### src/rtl/imdt_pkg.sv
// Package for the ICY metadata demux with stream-title extraction.
// Holds the result types, character constants and the title key table.
// No dependencies; every other file uses it through scoped names.
`timescale 1ns / 1ps
`default_nettype none

package imdt_pkg;

  // Configuration port geometry
  localparam int APB_ADDR_W = 3;
  localparam int APB_DATA_W = 32;
  localparam int REG_IDX_W  = APB_ADDR_W - 2;
  localparam logic [REG_IDX_W-1:0] REG_META_INTERVAL = '0;

  localparam int INTERVAL_W = 16;
  localparam int META_REM_W = 12;
  localparam int LEN_SHIFT  = 4;     // length byte counts 16-byte units

  // Title limits
  localparam int TITLE_MAX   = 255;
  localparam int TITLE_CNT_W = $clog2(TITLE_MAX + 1);

  // Key "StreamTitle='"
  localparam int KEY_LEN   = 13;
  localparam int KEY_POS_W = 4;

  localparam logic [7:0] CH_QUOTE = 8'h27;
  localparam logic [7:0] CH_SEMI  = 8'h3B;
  localparam logic [7:0] CH_S     = 8'h53;
  localparam logic [7:0] CH_NUL   = 8'h00;

  localparam int MAX_RES   = 3;
  localparam int RES_CNT_W = 2;

  typedef enum logic [1:0] {
    KIND_AUDIO = 2'd0,
    KIND_TITLE = 2'd1,
    KIND_DONE  = 2'd2
  } kind_e;

  typedef enum logic [1:0] {
    PH_AUDIO = 2'b01,
    PH_META  = 2'b10
  } phase_e;

  typedef enum logic [2:0] {
    TS_SEARCH = 3'b001,
    TS_TITLE  = 3'b010,
    TS_DONE   = 3'b100
  } title_state_e;

  typedef struct packed {
    kind_e      kind;
    logic [7:0] out_byte;
  } result_t;

  // Up to three results caused by one input byte
  typedef struct packed {
    result_t [MAX_RES-1:0] item;
    logic [RES_CNT_W-1:0]  count;
  } bundle_t;

  // Configuration view handed to the parser
  typedef struct packed {
    logic [INTERVAL_W-1:0] interval;
    logic                  restart;
    logic [INTERVAL_W-1:0] new_interval;
  } cfg_t;

  function automatic logic [7:0] key_char(input logic [KEY_POS_W-1:0] pos);
    logic [7:0] c;
    c = CH_NUL;
    case (pos)
      4'd0:    c = 8'h53; // S
      4'd1:    c = 8'h74; // t
      4'd2:    c = 8'h72; // r
      4'd3:    c = 8'h65; // e
      4'd4:    c = 8'h61; // a
      4'd5:    c = 8'h6D; // m
      4'd6:    c = 8'h54; // T
      4'd7:    c = 8'h69; // i
      4'd8:    c = 8'h74; // t
      4'd9:    c = 8'h6C; // l
      4'd10:   c = 8'h65; // e
      4'd11:   c = 8'h3D; // =
      4'd12:   c = CH_QUOTE;
      default: c = CH_NUL;
    endcase
    return c;
  endfunction

endpackage

`default_nettype wire

### src/rtl/imdt_stream_if.sv
// Stream channel interfaces: raw input bytes and demux results.
// Depends on imdt_pkg for the result kind type.
`timescale 1ns / 1ps
`default_nettype none

interface imdt_in_if;
  logic       valid;
  logic       ready;
  logic [7:0] data_byte;

  modport source (output valid, output data_byte, input ready);
  modport sink   (input valid, input data_byte, output ready);
endinterface

interface imdt_out_if;
  logic                valid;
  logic                ready;
  imdt_pkg::kind_e     kind;
  logic [7:0]          out_byte;
  logic                last;

  modport source (output valid, output kind, output out_byte, output last, input ready);
  modport sink   (input valid, input kind, input out_byte, input last, output ready);
endinterface

`default_nettype wire

### src/rtl/imdt_apb_regs.sv
// APB-style configuration register: the metadata interval.
// Depends on imdt_pkg; emits a restart request on every interval write.
`timescale 1ns / 1ps
`default_nettype none

module imdt_apb_regs (
  input  wire logic                            clk_i,
  input  wire logic                            rst_ni,
  input  wire logic                            psel,
  input  wire logic                            penable,
  input  wire logic                            pwrite,
  input  wire logic [imdt_pkg::APB_ADDR_W-1:0] paddr,
  input  wire logic [imdt_pkg::APB_DATA_W-1:0] pwdata,
  output logic      [imdt_pkg::APB_DATA_W-1:0] prdata,
  output logic                                 pready,
  output imdt_pkg::cfg_t                       cfg_o
);

  logic [imdt_pkg::INTERVAL_W-1:0] interval_q, interval_d;
  logic [imdt_pkg::REG_IDX_W-1:0]  reg_idx;
  logic                            wr_en;
  logic                            hit_interval;

  assign pready  = 1'b1;
  assign reg_idx = paddr[imdt_pkg::APB_ADDR_W-1:2];

  always_comb begin
    hit_interval = 1'b0;
    unique case (reg_idx)
      imdt_pkg::REG_META_INTERVAL: hit_interval = 1'b1;
      default:                     hit_interval = 1'b0;
    endcase
  end

  assign wr_en      = psel && penable && pwrite && pready && hit_interval;
  assign interval_d = wr_en ? pwdata[imdt_pkg::INTERVAL_W-1:0] : interval_q;

  always_ff @(posedge clk_i or negedge rst_ni) begin
    if (!rst_ni) begin
      interval_q <= '0;
    end else begin
      interval_q <= interval_d;
    end
  end

  assign prdata = hit_interval ?
                  {{(imdt_pkg::APB_DATA_W - imdt_pkg::INTERVAL_W){1'b0}}, interval_q} : '0;

  assign cfg_o.interval     = interval_q;
  assign cfg_o.restart      = wr_en;
  assign cfg_o.new_interval = pwdata[imdt_pkg::INTERVAL_W-1:0];

endmodule

`default_nettype wire

### src/rtl/imdt_parser.sv
// Demux state and title matcher: turns one accepted byte into a bundle of
// up to three results in a single pass. Depends on imdt_pkg.
`timescale 1ns / 1ps
`default_nettype none

module imdt_parser (
  input  wire logic       clk_i,
  input  wire logic       rst_ni,
  input  wire imdt_pkg::cfg_t cfg_i,
  input  wire logic       accept_i,
  input  wire logic [7:0] data_byte_i,
  output imdt_pkg::bundle_t bundle_o
);

  imdt_pkg::phase_e                    ph_q, ph_d;
  logic [imdt_pkg::INTERVAL_W-1:0]     ac_q, ac_d;
  logic [imdt_pkg::META_REM_W-1:0]     mr_q, mr_d;
  logic [imdt_pkg::KEY_POS_W-1:0]      mp_q, mp_d;
  imdt_pkg::title_state_e              ts_q, ts_d;
  logic                                qp_q, qp_d;
  logic [imdt_pkg::TITLE_CNT_W-1:0]    tc_q, tc_d;
  imdt_pkg::bundle_t                   bnd;

  function automatic imdt_pkg::bundle_t push(input imdt_pkg::bundle_t b,
                                             input imdt_pkg::kind_e k,
                                             input logic [7:0] d);
    imdt_pkg::bundle_t r;
    r = b;
    r.item[b.count].kind     = k;
    r.item[b.count].out_byte = d;
    r.count                  = b.count + imdt_pkg::RES_CNT_W'(1);
    return r;
  endfunction

  always_comb begin
    logic [7:0] b;
    b    = data_byte_i;
    ph_d = ph_q;
    ac_d = ac_q;
    mr_d = mr_q;
    mp_d = mp_q;
    ts_d = ts_q;
    qp_d = qp_q;
    tc_d = tc_q;
    bnd  = '0;

    if (cfg_i.interval == '0) begin
      bnd = push(bnd, imdt_pkg::KIND_AUDIO, b);
    end else if (ph_q == imdt_pkg::PH_AUDIO) begin
      if (ac_q != '0) begin
        ac_d = ac_q - imdt_pkg::INTERVAL_W'(1);
        bnd  = push(bnd, imdt_pkg::KIND_AUDIO, b);
      end else if (b == imdt_pkg::CH_NUL) begin
        // empty block: straight back to audio
        ac_d = cfg_i.interval;
      end else begin
        ph_d = imdt_pkg::PH_META;
        mr_d = {b, {imdt_pkg::LEN_SHIFT{1'b0}}};
        mp_d = '0;
        ts_d = imdt_pkg::TS_SEARCH;
        qp_d = 1'b0;
        tc_d = '0;
      end
    end else begin
      unique case (ts_q)
        imdt_pkg::TS_SEARCH: begin
          if (b == imdt_pkg::CH_NUL) begin
            ts_d = imdt_pkg::TS_DONE;
          end else if (mp_q < imdt_pkg::KEY_POS_W'(imdt_pkg::KEY_LEN) &&
                       b == imdt_pkg::key_char(mp_q)) begin
            mp_d = mp_q + imdt_pkg::KEY_POS_W'(1);
            if (mp_d == imdt_pkg::KEY_POS_W'(imdt_pkg::KEY_LEN)) begin
              ts_d = imdt_pkg::TS_TITLE;
              tc_d = '0;
              qp_d = 1'b0;
            end
          end else begin
            mp_d = (b == imdt_pkg::CH_S) ? imdt_pkg::KEY_POS_W'(1) : '0;
          end
        end
        imdt_pkg::TS_TITLE: begin
          if (qp_q && b == imdt_pkg::CH_SEMI) begin
            qp_d = 1'b0;
            ts_d = imdt_pkg::TS_DONE;
            bnd  = push(bnd, imdt_pkg::KIND_DONE, '0);
          end else begin
            // release a held quote that turned out to be title text
            if (qp_q) begin
              qp_d = 1'b0;
              if (tc_d < imdt_pkg::TITLE_CNT_W'(imdt_pkg::TITLE_MAX)) begin
                tc_d = tc_d + imdt_pkg::TITLE_CNT_W'(1);
                bnd  = push(bnd, imdt_pkg::KIND_TITLE, imdt_pkg::CH_QUOTE);
              end
            end
            if (b == imdt_pkg::CH_NUL) begin
              ts_d = imdt_pkg::TS_DONE;
              bnd  = push(bnd, imdt_pkg::KIND_DONE, '0);
            end else if (b == imdt_pkg::CH_QUOTE) begin
              qp_d = 1'b1;
            end else if (tc_d < imdt_pkg::TITLE_CNT_W'(imdt_pkg::TITLE_MAX)) begin
              tc_d = tc_d + imdt_pkg::TITLE_CNT_W'(1);
              bnd  = push(bnd, imdt_pkg::KIND_TITLE, b);
            end
          end
        end
        default: ;
      endcase

      if (mr_q != '0) begin
        mr_d = mr_q - imdt_pkg::META_REM_W'(1);
      end
      if (mr_d == '0) begin
        // block end closes an open title
        if (ts_d == imdt_pkg::TS_TITLE) begin
          if (qp_d) begin
            qp_d = 1'b0;
            if (tc_d < imdt_pkg::TITLE_CNT_W'(imdt_pkg::TITLE_MAX)) begin
              tc_d = tc_d + imdt_pkg::TITLE_CNT_W'(1);
              bnd  = push(bnd, imdt_pkg::KIND_TITLE, imdt_pkg::CH_QUOTE);
            end
          end
          ts_d = imdt_pkg::TS_DONE;
          bnd  = push(bnd, imdt_pkg::KIND_DONE, '0);
        end
        ph_d = imdt_pkg::PH_AUDIO;
        ac_d = cfg_i.interval;
      end
    end
  end

  assign bundle_o = bnd;

  always_ff @(posedge clk_i or negedge rst_ni) begin
    if (!rst_ni) begin
      ph_q <= imdt_pkg::PH_AUDIO;
      ac_q <= '0;
      mr_q <= '0;
      mp_q <= '0;
      ts_q <= imdt_pkg::TS_SEARCH;
      qp_q <= 1'b0;
      tc_q <= '0;
    end else if (cfg_i.restart) begin
      ph_q <= imdt_pkg::PH_AUDIO;
      ac_q <= cfg_i.new_interval;
      mr_q <= '0;
      mp_q <= '0;
      ts_q <= imdt_pkg::TS_SEARCH;
      qp_q <= 1'b0;
      tc_q <= '0;
    end else if (accept_i) begin
      ph_q <= ph_d;
      ac_q <= ac_d;
      mr_q <= mr_d;
      mp_q <= mp_d;
      ts_q <= ts_d;
      qp_q <= qp_d;
      tc_q <= tc_d;
    end
  end

  a_title_cap: assert property (@(posedge clk_i) disable iff (!rst_ni)
    tc_q <= imdt_pkg::TITLE_CNT_W'(imdt_pkg::TITLE_MAX))
    else $error("title count above limit");

  a_quote_in_title: assert property (@(posedge clk_i) disable iff (!rst_ni)
    qp_q |-> ts_q == imdt_pkg::TS_TITLE)
    else $error("quote held outside a title");

  a_meta_nonempty: assert property (@(posedge clk_i) disable iff (!rst_ni)
    ph_q == imdt_pkg::PH_META |-> mr_q != '0)
    else $error("metadata phase with no bytes left");

endmodule

`default_nettype wire

### src/rtl/imdt_out_buf.sv
// Result register: holds one bundle and hands its results out one a cycle while the output is ready.
// Depends on imdt_pkg.
`timescale 1ns / 1ps
`default_nettype none

module imdt_out_buf (
  input  wire logic         clk_i,
  input  wire logic         rst_ni,
  input  wire logic         load_i,
  input  wire imdt_pkg::bundle_t bundle_i,
  output logic              can_load_o,
  imdt_out_if.source        out
);

  imdt_pkg::result_t [imdt_pkg::MAX_RES-1:0] res_q;
  logic [imdt_pkg::RES_CNT_W-1:0]            cnt_q, cnt_d;
  logic [imdt_pkg::RES_CNT_W-1:0]            idx_q, idx_d;
  logic                                      take;

  assign take       = out.valid && out.ready;
  // free, or the final result leaves in this cycle
  assign can_load_o = (cnt_q == '0) ||
                      (cnt_q == imdt_pkg::RES_CNT_W'(1) && out.ready);

  assign out.valid    = cnt_q != '0;
  assign out.kind     = res_q[idx_q].kind;
  assign out.out_byte = res_q[idx_q].out_byte;
  assign out.last     = cnt_q == imdt_pkg::RES_CNT_W'(1);

  always_comb begin
    cnt_d = cnt_q;
    idx_d = idx_q;
    if (load_i) begin
      cnt_d = bundle_i.count;
      idx_d = '0;
    end else if (take) begin
      cnt_d = cnt_q - imdt_pkg::RES_CNT_W'(1);
      idx_d = idx_q + imdt_pkg::RES_CNT_W'(1);
    end
  end

  always_ff @(posedge clk_i or negedge rst_ni) begin
    if (!rst_ni) begin
      cnt_q <= '0;
      idx_q <= '0;
    end else begin
      cnt_q <= cnt_d;
      idx_q <= idx_d;
    end
  end

  always_ff @(posedge clk_i) begin
    if (load_i) begin
      res_q <= bundle_i.item;
    end
  end

endmodule

`default_nettype wire

### src/rtl/icy_metadata_demux_title.sv
// ICY metadata demux: results appear in the cycle after the byte is accepted.
// Throughput: one byte per cycle while each byte has at most one result
// and the output is ready; a byte with up to three results holds the output
// register until all leave. No-result bytes (length, metadata) add no stall.
// Reset (async, active low) clears the interval to zero (pass-through) and
// all parser state; no clearing pass, the input is ready straight out of reset.
`timescale 1ns / 1ps
`default_nettype none

module icy_metadata_demux_title (
  input  wire logic                            clk_i,
  input  wire logic                            rst_ni,
  // configuration port
  input  wire logic                            psel,
  input  wire logic                            penable,
  input  wire logic                            pwrite,
  input  wire logic [imdt_pkg::APB_ADDR_W-1:0] paddr,
  input  wire logic [imdt_pkg::APB_DATA_W-1:0] pwdata,
  output logic      [imdt_pkg::APB_DATA_W-1:0] prdata,
  output logic                                 pready,
  // stream channels
  imdt_in_if.sink                              in_i,
  imdt_out_if.source                           out_o
);

  imdt_pkg::cfg_t    cfg;
  imdt_pkg::bundle_t bundle;
  logic              can_load;
  logic              accept;

  // Interval register; a write restarts the demux in audio phase.
  imdt_apb_regs u_regs (
    .clk_i   (clk_i),
    .rst_ni  (rst_ni),
    .psel    (psel),
    .penable (penable),
    .pwrite  (pwrite),
    .paddr   (paddr),
    .pwdata  (pwdata),
    .prdata  (prdata),
    .pready  (pready),
    .cfg_o   (cfg)
  );

  // Take a new request whenever the result register is free or drains now.
  assign in_i.ready = can_load;
  assign accept     = in_i.valid && can_load;

  // Single-pass parser: advance the demux state on every accepted byte.
  imdt_parser u_parser (
    .clk_i       (clk_i),
    .rst_ni      (rst_ni),
    .cfg_i       (cfg),
    .accept_i    (accept),
    .data_byte_i (in_i.data_byte),
    .bundle_o    (bundle)
  );

  // Result register: hold the bundle, hand out one result per cycle while the output is ready.
  imdt_out_buf u_out (
    .clk_i      (clk_i),
    .rst_ni     (rst_ni),
    .load_i     (accept),
    .bundle_i   (bundle),
    .can_load_o (can_load),
    .out        (out_o)
  );

endmodule

`default_nettype wire
### src/flat_wrapper.sv
// flat-port wrapper written by rule: the top's interface ports become plain ports
module icy_metadata_demux_title_flat 
  (clk_i, rst_ni, psel, penable, pwrite, paddr, pwdata, prdata, pready, in_i_valid, in_i_data_byte, in_i_ready, out_o_valid, out_o_kind, out_o_out_byte, out_o_last, out_o_ready);
  imdt_in_if in_i_i ();
  imdt_out_if out_o_i ();
  input  wire logic clk_i;
  input  wire logic rst_ni;
  input  wire logic psel;
  input  wire logic penable;
  input  wire logic pwrite;
  input  wire logic [imdt_pkg::APB_ADDR_W-1:0] paddr;
  input  wire logic [imdt_pkg::APB_DATA_W-1:0] pwdata;
  output logic      [imdt_pkg::APB_DATA_W-1:0] prdata;
  output logic pready;
  input wire logic [$bits(in_i_i.valid)-1:0] in_i_valid;
  input wire logic [$bits(in_i_i.data_byte)-1:0] in_i_data_byte;
  output wire logic [$bits(in_i_i.ready)-1:0] in_i_ready;
  output wire logic [$bits(out_o_i.valid)-1:0] out_o_valid;
  output wire logic [$bits(out_o_i.kind)-1:0] out_o_kind;
  output wire logic [$bits(out_o_i.out_byte)-1:0] out_o_out_byte;
  output wire logic [$bits(out_o_i.last)-1:0] out_o_last;
  input wire logic [$bits(out_o_i.ready)-1:0] out_o_ready;
  assign in_i_i.valid = in_i_valid;
  assign in_i_i.data_byte = in_i_data_byte;
  assign in_i_ready = in_i_i.ready;
  assign out_o_valid = out_o_i.valid;
  assign out_o_kind = out_o_i.kind;
  assign out_o_out_byte = out_o_i.out_byte;
  assign out_o_last = out_o_i.last;
  assign out_o_i.ready = out_o_ready;
  icy_metadata_demux_title u_core (.clk_i(clk_i), .rst_ni(rst_ni), .psel(psel), .penable(penable), .pwrite(pwrite), .paddr(paddr), .pwdata(pwdata), .prdata(prdata), .pready(pready), .in_i(in_i_i), .out_o(out_o_i));
endmodule
### config.mk
export PLATFORM = sky130hd
export DESIGN_NAME = icy_metadata_demux_title_flat
export DESIGN_NICKNAME = d
export VERILOG_FILES = /design/src/rtl/imdt_pkg.sv /design/src/rtl/imdt_stream_if.sv /design/src/rtl/imdt_apb_regs.sv /design/src/rtl/imdt_parser.sv /design/src/rtl/imdt_out_buf.sv /design/src/rtl/icy_metadata_demux_title.sv /design/src/flat_wrapper.sv
export SDC_FILE = /design/constraint.sdc
export NUM_CORES = 1
export LEC_CHECK = 0
export ABC_AREA = 0
export BUFFER_PORTS_ARGS = -buffer_cell sky130_fd_sc_hd__buf_2
export CAP_MARGIN = 15
export CORE_MARGIN = 5
export CORE_UTILIZATION = 28
export CTS_CLUSTER_DIAMETER = 50
export DETAILED_ROUTE_END_ITERATION = 16
export SLEW_MARGIN = 5
export SYNTH_ARGS = -nofsm -noshare
export SYNTH_HDL_FRONTEND = slang
export SYNTH_SLANG_ARGS = --single-unit
### constraint.sdc
create_clock -name clk_i -period 8.73 [get_ports clk_i]
set_clock_uncertainty 0.1 [all_clocks]
set_input_delay 1.746 -clock clk_i [delete_from_list [all_inputs] [get_ports clk_i]]
set_output_delay 1.746 -clock clk_i [all_outputs]
set_load 0.05 [all_outputs]
==> out/metrics.cfg <==
[outcome]
outcome = completed

[power_and_ir_drop]
ir_drop_mv = 0.2278
powerDensity_mw_per_mm2 = 256.6
leakagePower_nw = 3.197
total_power_mw = 1.991

[drt]
drt_iter0_drc = 618
drt-pass1-iter-count = 8
num_vias = 6685
wire_per_inst_um = 16.11
drt_wl_total_mm = 19.82
vias_per_cell = 5.435
drc_errors = 0
postRouteAntennaNets = 0

[yosys]
syn_area_per_cell_um2 = 7.953
synth_compound_area_share_pct = 23.04
async_flop_share_pct = 75.00
yosys_warnings = 0
yosysTopAreaCell = dfrtp_1
synthSimpleGateAreaFrac_pct = 28.08
synth_top_family_by_area = simple AND/OR/NAND/NOR gates
yosysTopAreaCellShare_pct = 22.91
syn_area_mm2 = 0.006990
yosysSeqAreaShare_pct = 33.11
synthMuxAreaShare_pct = 2.882
synth_cell_types = 86
ys_top_cells_by_area = dfrtp_1 (23%), edfxtp_1 (9.5%), nand2_1 (6.7%)
syn_inst = 879
synth-edff-count = 22
synth_xor_xnor_area_share_pct = 2.130
synthAdderAreaFrac_pct = 3.759
ys_ff_latch = 88
synth-main-ff-cell = dfrtp_1

[setup_path]
r2r-end = u_core.u_out.res_q[6]
required_ns = 8.69
r2r-start = u_core.u_parser.tc_q[0]
reg2reg_slack_ns = 2.84
cp_cell_sequence = buf_2 > nand4b_1 > nor3_1 > nor2_1 > nand2_1 > mux2_2 > and3_1 > or2_2 > ha_1 > inv_1 > a221oi_4 > o211ai_4 > a31oi_1 > ha_1 > a21oi_2 > a311oi_1 > nor2_1
critical_path_class = in2reg
r2r_cells = 18
startpoint_type = primary input
critPathMaxFanout = 11
slowest_delay_ns = 0.67
worst_setup_path_end_kind = flop
cp_data_arrival_time_ns = 6.18
critPathSlowestCell = a311oi_1

[timing]
fmax_mhz = 160.8
fin_crit_ns = 6.220
finalHoldViolations = 0
slew_violations = 0
finalSetupTns_ns = 0
rsz0062_at_grt = no
worst_slew_pin_slew_ns = 1.250
hold_ws_ns = 0.4352
finalCritPeriodShare_pct = 71.25
setup_viol = 0
relSlewSlack_pct = 16.02

[die]
die_x_um = 168.0
initial_core_util_pct = 28.58
die_area_mm2 = 0.02823
ios = 96
coreArea_mm2 = 0.02446
die_h_um = 168.0
fp-row-count = 57

[global_route]
antenna_found_initial = 0
grt_busiest_layer = met2
grt_pass1_wl_mm = 32.20
grt_max_degree = 67
use_met3_pct = 2.790
met2_usage_pct = 21.07
grt_use_met1_pct = 19.70
grt_usage_pct = 13.52
overflow = 0
grt_pass1_vias = 6180

[clocking]
clkSlewWorstSetupHoldPaths_ns = 0.06
cts_root_buf = clkbuf_16
htreeDepth = 3
cts_tree = done
ctsHoldBuffers = 0
numCtsBuffers = 9
clock-sinks = 88
clockBufferDepth = 2
clock_latency_ns = 0.34
post_cts_resized = 0
cts_setup_buffers = 0

[placement]
dp_cells = 1213
place_congestion = 0.8796
numPortBuffers = 60
hpwl_mm = 14.20

[worst_hold_path]
hp-start = u_core.u_regs.interval_q[4]
hold_depth = 2
min_to = u_core.u_regs.interval_q[4]
hp-class = reg2reg

[run]
drv_cap = 0

[finish]
diodes = 0
drive_above_1_share_pct = 12.69
regArea_mm2 = 0.002315
finalNonFillerCells = 1230
multi_input_area_mm2 = 0.004260
syn_to_final_growth_pct = 10.99
nNetsFinal = 972
fillers = 2583

## layer usage
| layer | vias up | share of wire, % |
|---|---|---|
| li1 | 3237 | - |
| met1 | 3174 | 49 |
| met2 | 255 | 43 |
| met3 | 19 | 7.2 |
| met4 | 0 | 1.1 |
| met5 | - | 0 |
## worst max-delay path: cells and delay by family
family | cells | cell delay, ns
AND/OR/NAND/NOR | 7 | 1.87
AO/OA/AOI/OAI | 5 | 1.62
adder cells (fa/ha/maj) | 2 | 0.40
buffers and inverters | 2 | 0.31
multiplexers | 1 | 0.20
## cells by family (layout without fill, tap and decap cells)
| family | after synthesis | after routing |
|---|---|---|
| XOR/XNOR | 17 | 17 |
| AND/OR/NAND/NOR | 388 | 388 |
| other | 2 | 17 |
| multiplexers | 18 | 18 |
| adder cells (fa/ha/maj) | 21 | 21 |
| AO/OA/AOI/OAI | 240 | 240 |
| flip-flops | 88 | 88 |
| buffers and inverters | 105 | 117 |
## cell usage after synthesis (9+ instances only)
library cell,instances
nand2_1,125
a21oi_1,50
buf_2,13
xnor2_1,9
a31oi_1,17
or4_1,9
nor3_1,20
nand4_1,15
nand3_1,29
dfrtp_1,64
nor2b_1,27
mux2i_1,10
ha_1,21
edfxtp_1,22
o22ai_1,10
buf_4,17
nor2_1,74
inv_1,34
nor4_1,21
clkbuf_1,39
and3_1,10
o21ai_0,62
a22o_1,9
nand2b_1,9
## worst max path at each step
stage | slack, ns | to | depth (start not counted) | startpoint
2_1_floorplan | 3.04 | u_core.u_out.res_q[0] | 19 | in_i_data_byte[3]
3_3_place_gp | 2.32 | u_core.u_out.res_q[7] | 17 | in_i_data_byte[1]
3_5_place_dp | 2.22 | u_core.u_out.res_q[6] | 17 | in_i_data_byte[1]
4_1_cts | 2.57 | u_core.u_out.res_q[6] | 17 | in_i_data_byte[1]
5_1_grt | 2.21 | u_core.u_out.res_q[6] | 17 | in_i_data_byte[1]
6_report | 2.51 | u_core.u_out.res_q[6] | 17 | in_i_data_byte[1]
## power by group
part | switching (mW) | internal, mW
Combinational | 0.629 | 0.295
Clock | 0.168 | 0.219
Sequential | 0.135 | 0.545
## registers in the layout, indices dropped and copies added (netlist names)
name,count
u_core.u_out.cnt_q,2
u_core.u_out.idx_q,2
u_core.u_out.res_q,22
u_core.u_parser.ac_q,16
u_core.u_parser.mp_q,4
u_core.u_parser.mr_q,12
u_core.u_parser.ph_q,2
u_core.u_parser.qp_q,1
u_core.u_parser.tc_q,8
u_core.u_parser.ts_q,3
u_core.u_regs.interval_q,16
## cell usage in the layout, fill, tap and decap left out, drive strengths merged, types with 8 or more instances in the layout
cell | netlist | routed
and3 | 10 | 10
xor2 | 8 | 8
o211ai | 9 | 9
nor4 | 22 | 22
nand4 | 15 | 15
clkbuf | 39 | 13
nand3 | 31 | 31
a22o | 9 | 9
or4 | 9 | 9
dfrtp | 64 | 64
o22ai | 10 | 10
nor3 | 21 | 21
ha | 21 | 21
nor2b | 27 | 27
buf | 32 | 67
conb | 2 | 17
nand2 | 125 | 125
edfxtp | 22 | 22
mux2i | 10 | 10
nor2 | 75 | 75
and2 | 9 | 9
nand2b | 9 | 9
inv | 34 | 36
xnor2 | 9 | 9
o21ai | 67 | 67
a21oi | 51 | 51
a31oi | 17 | 17
## through the flow
step / instance area [um2] / utilization, % / setup slack, ns
2_1_floorplan: 7047 / - / 3.042
3_3_place_gp: 7453 / 30.47 / 2.316
3_5_place_dp: 7453 / 30.47 / 2.224
4_1_cts: 7747 / 31.67 / 2.572
5_1_grt: 7759 / 31.72 / 2.214
6_report: 7759 / 31.72 / 2.510
## cell type report
| class | instances | area share [%] |
|---|---|---|
| clock buffers | 13 | 3.483 |
| multi-input cells | 701 | 54.91 |
| repair buffers | 67 | 4.596 |
| flip-flops and latches | 88 | 29.83 |
| clock inverters | 3 | 0.3064 |
| well taps | 324 | 5.225 |
| inverters | 34 | 1.645 |
Note: power is estimated with default switching activity, not from simulation.
